==> src/rtl/alq_pkg.sv <==
package alq_pkg;

	// Command codes carried by an input beat.
	typedef enum logic [1:0] {
		CMD_EVALUATE       = 2'd0,
		CMD_ACK            = 2'd1,
		CMD_FORCE_ACTIVE   = 2'd2,
		CMD_FORCE_INACTIVE = 2'd3
	} alq_cmd_t;

	// Alarm states.
	typedef enum logic [1:0] {
		ST_INACTIVE = 2'd0,
		ST_PENDING  = 2'd1,
		ST_ACTIVE   = 2'd2,
		ST_ACKED    = 2'd3
	} alq_state_t;

	// Condition kinds; codes 5 to 7 are unused.
	typedef enum logic [2:0] {
		COND_ABOVE     = 3'd0,
		COND_BELOW     = 3'd1,
		COND_EQUAL     = 3'd2,
		COND_NOT_EQUAL = 3'd3,
		COND_CUSTOM    = 3'd4
	} alq_cond_t;

	// Configuration register indexes.
	localparam logic [2:0] REG_CHANNEL_ENABLE  = 3'd0;
	localparam logic [2:0] REG_CONDITION_KIND  = 3'd1;
	localparam logic [2:0] REG_AUTO_RECOVERY   = 3'd2;
	localparam logic [2:0] REG_THRESHOLD_LEVEL = 3'd3;
	localparam logic [2:0] REG_HYSTERESIS_BAND = 3'd4;
	localparam logic [2:0] REG_TRIP_DELAY_MS   = 3'd5;

	localparam logic [15:0] OCC_MAX = 16'hFFFF;

	typedef struct packed {
		logic [1:0]         command;
		logic signed [31:0] sample_value;
		logic               custom_condition;
		logic [31:0]        now_ms;
	} alq_in_t;

	typedef struct packed {
		logic [1:0]  alarm_state;
		logic        state_changed;
		logic        trip_hit;
		logic        command_ok;
		logic [15:0] occurrence_total;
	} alq_out_t;

	// Configuration as seen by the evaluation logic.
	typedef struct packed {
		logic               channel_enable;
		logic [2:0]         condition_kind;
		logic               auto_recovery;
		logic signed [31:0] threshold_level;
		logic [30:0]        hysteresis_band;
		logic [31:0]        trip_delay_ms;
	} alq_cfg_t;

endpackage

==> src/rtl/alq_core.sv <==
module alq_core
	import alq_pkg::*;
(
	input  alq_cfg_t    cfg,
	input  alq_in_t     item,
	input  alq_state_t  state,
	input  logic [31:0] pending_since,
	input  logic [15:0] occ_count,
	output alq_state_t  next_state,
	output logic        load_since,
	output logic [15:0] next_occ_count,
	output alq_out_t    result
);

	logic signed [33:0] sample_x;
	logic signed [33:0] thr_x;
	logic signed [33:0] band_x;
	logic signed [33:0] clear_lo;
	logic signed [33:0] clear_hi;
	logic               trip;
	logic               clear;
	logic               evaluate;
	logic [31:0]        elapsed;
	logic               ack_refused;

	// Extend to 34 bits so the hysteresis limits never wrap.
	assign sample_x = {{2{item.sample_value[31]}}, item.sample_value};
	assign thr_x    = {{2{cfg.threshold_level[31]}}, cfg.threshold_level};
	assign band_x   = {3'b000, cfg.hysteresis_band};
	assign clear_lo = thr_x - band_x;
	assign clear_hi = thr_x + band_x;

	assign evaluate = (alq_cmd_t'(item.command) == CMD_EVALUATE) && cfg.channel_enable;
	assign elapsed  = item.now_ms - pending_since;

	// Trip and clear conditions.
	always_comb begin
		trip  = 1'b0;
		clear = 1'b1;
		case (alq_cond_t'(cfg.condition_kind))
			COND_ABOVE: begin
				trip  = item.sample_value > cfg.threshold_level;
				clear = sample_x < clear_lo;
			end
			COND_BELOW: begin
				trip  = item.sample_value < cfg.threshold_level;
				clear = sample_x > clear_hi;
			end
			COND_EQUAL: begin
				trip  = item.sample_value == cfg.threshold_level;
				clear = item.sample_value != cfg.threshold_level;
			end
			COND_NOT_EQUAL: begin
				trip  = item.sample_value != cfg.threshold_level;
				clear = item.sample_value == cfg.threshold_level;
			end
			COND_CUSTOM: begin
				trip  = item.custom_condition;
				clear = !item.custom_condition;
			end
			default: begin
				trip  = 1'b0;
				clear = 1'b1;
			end
		endcase
	end

	// Next state.
	always_comb begin
		next_state = state;
		case (alq_cmd_t'(item.command))
			CMD_EVALUATE: begin
				if (cfg.channel_enable) begin
					case (state)
						ST_INACTIVE: begin
							if (trip) begin
								next_state = (cfg.trip_delay_ms != 32'd0) ? ST_PENDING : ST_ACTIVE;
							end
						end
						ST_PENDING: begin
							if (!trip) begin
								next_state = ST_INACTIVE;
							end else if (elapsed >= cfg.trip_delay_ms) begin
								next_state = ST_ACTIVE;
							end
						end
						ST_ACTIVE: begin
							if (cfg.auto_recovery && clear) begin
								next_state = ST_INACTIVE;
							end
						end
						default: begin
							if (clear) begin
								next_state = ST_INACTIVE;
							end
						end
					endcase
				end
			end
			CMD_ACK: begin
				if (state == ST_ACTIVE) begin
					next_state = ST_ACKED;
				end
			end
			CMD_FORCE_ACTIVE: begin
				if (state == ST_INACTIVE) begin
					next_state = ST_ACTIVE;
				end
			end
			default: begin
				next_state = ST_INACTIVE;
			end
		endcase
	end

	// Outputs: timestamp load, occurrence count and the result beat.
	always_comb begin
		ack_refused = (alq_cmd_t'(item.command) == CMD_ACK) && (state != ST_ACTIVE);
		load_since  = evaluate && (state == ST_INACTIVE) && trip
			&& (cfg.trip_delay_ms != 32'd0);
		next_occ_count = occ_count;
		if ((next_state == ST_ACTIVE) && (state != ST_ACTIVE) && (occ_count != OCC_MAX)) begin
			next_occ_count = occ_count + 16'd1;
		end
		result.alarm_state      = next_state;
		result.state_changed    = next_state != state;
		result.trip_hit         = evaluate && trip;
		result.command_ok       = !ack_refused;
		result.occurrence_total = next_occ_count;
	end

endmodule

==> src/rtl/alarm_qualifier_with_delay_hysteresis.sv <==
// Channel   Handshake                  Payload
// input     in_valid / in_ready        in_data   (alq_in_t)
// output    out_valid / out_ready      out_data  (alq_out_t)
// config    cfg_wr_en                  cfg_index, cfg_wdata
//
// One beat per cycle is sustained while out_ready is high; a result is loaded into the
// result register when its input beat moves forward out of the input register.
// The alarm state is updated in the single evaluation step between the two registers.
// A stalled output holds the result register and the input register, and
// in_ready drops only when both are full and out_ready is low.
// Reset clears state and counters and restores the configuration defaults.
module alarm_qualifier_with_delay_hysteresis
	import alq_pkg::*;
(
	input  logic        clk,
	input  logic        arst_n,
	input  logic        in_valid,
	output logic        in_ready,
	input  alq_in_t     in_data,
	output logic        out_valid,
	input  logic        out_ready,
	output alq_out_t    out_data,
	input  logic        cfg_wr_en,
	input  logic [2:0]  cfg_index,
	input  logic [31:0] cfg_wdata
);

	alq_cfg_t    cfg_q;
	alq_state_t  state_q;
	logic [31:0] pending_since_q;
	logic [15:0] occ_count_q;

	alq_in_t     item_s1;
	logic        valid_s1;
	alq_out_t    result_s2;
	logic        valid_s2;

	alq_state_t  next_state;
	logic        load_since;
	logic [15:0] next_occ_count;
	alq_out_t    result;
	logic        advance;

	// Move the input register forward when the result register is free.
	assign advance   = valid_s1 && (!valid_s2 || out_ready);
	assign in_ready  = !valid_s1 || advance;
	assign out_valid = valid_s2;
	assign out_data  = result_s2;

	// Configuration registers.
	always_ff @(posedge clk or negedge arst_n) begin
		if (!arst_n) begin
			cfg_q.channel_enable  <= 1'b1;
			cfg_q.condition_kind  <= COND_ABOVE;
			cfg_q.auto_recovery   <= 1'b1;
			cfg_q.threshold_level <= '0;
			cfg_q.hysteresis_band <= '0;
			cfg_q.trip_delay_ms   <= '0;
		end else if (cfg_wr_en) begin
			case (cfg_index)
				REG_CHANNEL_ENABLE:  cfg_q.channel_enable  <= cfg_wdata[0];
				REG_CONDITION_KIND:  cfg_q.condition_kind  <= cfg_wdata[2:0];
				REG_AUTO_RECOVERY:   cfg_q.auto_recovery   <= cfg_wdata[0];
				REG_THRESHOLD_LEVEL: cfg_q.threshold_level <= cfg_wdata;
				REG_HYSTERESIS_BAND: cfg_q.hysteresis_band <= cfg_wdata[30:0];
				REG_TRIP_DELAY_MS:   cfg_q.trip_delay_ms   <= cfg_wdata;
				default: ;
			endcase
		end
	end

	// Input register.
	always_ff @(posedge clk or negedge arst_n) begin
		if (!arst_n) begin
			valid_s1 <= 1'b0;
		end else if (in_ready) begin
			valid_s1 <= in_valid;
		end
	end

	always_ff @(posedge clk) begin
		if (in_ready && in_valid) begin
			item_s1 <= in_data;
		end
	end

	// Evaluation step.
	alq_core u_core (
		.cfg            (cfg_q),
		.item           (item_s1),
		.state          (state_q),
		.pending_since  (pending_since_q),
		.occ_count      (occ_count_q),
		.next_state     (next_state),
		.load_since     (load_since),
		.next_occ_count (next_occ_count),
		.result         (result)
	);

	// Alarm state, committed as the beat moves into the result register.
	always_ff @(posedge clk or negedge arst_n) begin
		if (!arst_n) begin
			state_q         <= ST_INACTIVE;
			pending_since_q <= '0;
			occ_count_q     <= '0;
		end else if (advance) begin
			state_q     <= next_state;
			occ_count_q <= next_occ_count;
			if (load_since) begin
				pending_since_q <= item_s1.now_ms;
			end
		end
	end

	// Result register.
	always_ff @(posedge clk or negedge arst_n) begin
		if (!arst_n) begin
			valid_s2 <= 1'b0;
		end else if (advance) begin
			valid_s2 <= 1'b1;
		end else if (out_ready) begin
			valid_s2 <= 1'b0;
		end
	end

	always_ff @(posedge clk) begin
		if (advance) begin
			result_s2 <= result;
		end
	end

endmodule

==> config.mk <==
export PLATFORM = sky130hd
export DESIGN_NAME = alarm_qualifier_with_delay_hysteresis
export DESIGN_NICKNAME = d
export VERILOG_FILES = /design/src/rtl/alq_pkg.sv /design/src/rtl/alq_core.sv /design/src/rtl/alarm_qualifier_with_delay_hysteresis.sv
export SDC_FILE = /design/constraint.sdc
export NUM_CORES = 1
export LEC_CHECK = 0
export BUFFER_PORTS_ARGS = -buffer_cell sky130_fd_sc_hd__buf_2
export CORE_MARGIN = 2
export CORE_UTILIZATION = 45
export CTS_CLUSTER_SIZE = 10
export DETAILED_ROUTE_END_ITERATION = 10
export GPL_TIMING_DRIVEN = 1
export SLEW_MARGIN = 40
export SYNTH_ARGS = -nofsm -noshare
export SYNTH_HDL_FRONTEND = slang
export SYNTH_HIERARCHICAL = 1
export SYNTH_SLANG_ARGS = --single-unit
==> constraint.sdc <==
create_clock -name clk -period 7.47 [get_ports clk]
set_input_delay 0.747 -clock clk [delete_from_list [all_inputs] [get_ports clk]]
set_output_delay 0.747 -clock clk [all_outputs]
set_load 0.01 [all_outputs]
==> reports/qor.yml <==
status: "complete, no violations"
area_delta_synth_final_pct: 12.0
drv_slew: 0
timing.final.ws_setup_ns: 0.680
post_cts_resized: 0
power_density_nw_per_um2: 338
cts_buffers: 30
final-setup-viol-count: 0
yosys.area_share.simple_pct: 10.8
htreeDepth: 1
synthAdderAreaFrac_pct: 16.8
hold_viol: 0
fin_setup_tns_ns: 0
cts_root_buffer: "clkbuf_16"
synthesis.nets: 1956
core.rowCount: 71
wire_per_inst_um: 18.2
cts_tree: "done"
path_clk_slew_ns: 0.06
drc: 0
grt_max_degree: 96
timing.fmax_mhz: 147
drt_iter0_markers: 566
cts_setup_buffers: 0
crit_arrival_ns: 7.27
finalCriticalPeriod_ns: 6.79
nets: 2068
vias: 12287
rsz0062_at_grt: "false"
ir_drop_uv: 212
die-area_um2: 39200
synth_xor_area_share_pct: 5.02
start_kind: "flip-flop"
layout_commonest_cell: "ha_1"
grt_pass1_vias: 12188
synth.distinct_cells: 86
fp.dieH_um: 198
multi_input_area_um2: 9510
critPathRequiredTime_ns: 7.95
synth_top_family_by_area: "adder cells"
track_usage_pct: 20.9
layout_common_cells: "ha_1 (223), inv_1 (167), dfrtp_1 (150)"
pin_count: 130
drive_above_1_share_pct: 20.1
maxSlewHeadroom_pct: 43.2
port_buffers: 129
grt_pass1_wl_um: 64600
leakagePower_uw: 0.00875
drt_wl_total_um: 40700
worstSetupEndpointType: "flip-flop"
post-route-period-util_pct: 90.9
async_flop_share_pct: 63.3
syn_inst: 1623
gr-total-overflow: 0
seqCellArea_um2: 6450
die_w_um: 198
min-delay-path-class: "primary input to flip-flop"
hold_ws_ns: 0.324
synth_edf_count: 88
synth_compound_area_share_pct: 13.1
synth_mux_area_share_pct: 10.4
skew_ns: 0.0319
start_util_pct: 45.3
pre_cts_ws_ns: 0.785
netlist_area_um2: 16900
ys.flop_type: "dfrtp_1"
power.total_uw: 6390
tightest_slew_ns: 0.841
core-area_um2: 37300
yosys_warnings: 6
clk_latency_ns: 0.60
cp_max_fo: 15
syn_area_per_cell_um2: 10.4
synth_seq_area_share_pct: 38.1
avgViaCountPerCell: 5.50
crit_type: "flip-flop to flip-flop"
fill_cells: 3458
gp_congestion: 0.923
maxCapViolCount: 0
dp_hpwl_um: 31300
drtPass1Iterations: 5
ctsHoldBuffers: 0
ant_nets: 0
clock_sinks: 240
antenna_found_initial: 4
ys_ff_latch: 240
clockBufferDepth: 3
-- kinds of logic (layout without fill, tap and decap cells) --
group                      after synthesis  in the layout
and+or+nand+nor                        342            342
adders and majority gates              226            226
AOI/OAI and AO/OA                      333            333
muxes                                  156            156
DFF                                    240            240
other                                    0              5
xor gates and xnor gates                97             97
buffers and inverters                  229            363
-- critical path, stage by stage (launching register included) --
cell and delay (ns):
dfrtp_1 0.41, ha_1 0.23, fa_1 0.42, nor2b_1 0.16, o21a_1 0.19, o21ai_0 0.39
a311oi_1 0.23, o21a_1 0.30, a221oi_1 0.41, o21bai_1 0.11, a21oi_1 0.19, xnor2_1 0.09
ha_1 0.31, nand4_1 0.20, nand4bb_1 0.34, or4_1 0.59, o311ai_0 0.12, o21ai_0 0.15
nand3_1 0.13, a22oi_2 0.14, nor2_1 0.20, o211ai_2 0.33, or4_1 0.61, xnor2_1 0.16
mux2_2 0.26
-- where the power goes --
group / leakage [uW] / internal [uW] / switching (uW) / total (uW)
Sequential: 0.00275 / 1620 / 206 / 1820
Clock: 0.000465 / 866 / 576 / 1440
Combinational: 0.00553 / 1420 / 1710 / 3130
Total: 0.00875 / 3900 / 2490 / 6390
-- registers in the layout, indices dropped and copies added, names as in the netlist --
register	cells
occ_count_q	16
cfg_q	100
state_q	2
out_valid	1
item_s1	67
out_data	21
pending_since_q	32
valid_s1	1
-- cells in the mapped netlist (19+ instances only) --
cell type	number	area share, %
ha_1	223	16
inv_1	168	3.7
dfrtp_1	150	22
mux2_2	149	9.9
a21oi_1	112	3.3
nor2_1	90	2.0
edfxtp_1	88	16
xnor2_1	60	3.1
a21o_1	56	2.5
nand2_1	49	1.1
o21ai_0	47	1.4
xor2_1	37	1.9
nand4_1	32	1.2
nor3_1	26	0.77
nand3_1	25	0.74
clkbuf_1	24	0.53
nor2b_1	21	0.78
buf_4	19	0.84
nor4_1	19	0.70
-- path summary, 6_finish.rpt --
path / from / to / slack, ns / cells past startpoint
max: cfg_q[63] / occ_count_q[10] / 0.68 / 24
min: in_data[63] / item_s1[63] / 0.32 / 1
max reg2reg: cfg_q[63] / occ_count_q[10] / 0.68 / 24
min reg2reg: item_s1[6] / pending_since_q[6] / 0.50 / 1
max in group asynchronous: arst_n / cfg_q[59] / 5.65 / 4
min in group asynchronous: arst_n / pending_since_q[7] / 0.60 / 2
-- layer usage --
metal  vias to the layer above  global-route usage (%)  part of all wire, %
met1                      5967                    28.0                   47
met5                         -                       0                    0
li1                       6072                       -                    -
met2                       202                    35.5                   47
met4                         0                    4.43                  1.9
met3                        46                    3.63                  4.4
-- final cells by class --
type,instances,area share (%)
diodes,5,0.0661
clock buffers,50,4.64
clock inverters,4,0.502
inverters,170,3.37
multi-input cells,1154,50.2
flip-flops and latches,240,34.0
well taps,474,3.13
repair buffers,139,4.06
-- per-stage QoR --
stage                     utilization (%)  instances  cell area [um^2]
after CTS                            50.6       2229             18900
after global placement               48.0       2174             17900
final                                50.8       2236             18900
after detailed placement             48.0       2175             17900
after global routing                 50.7       2232             18900
after floorplan                         -       1623             16900
(Power assumes the default switching activity.)
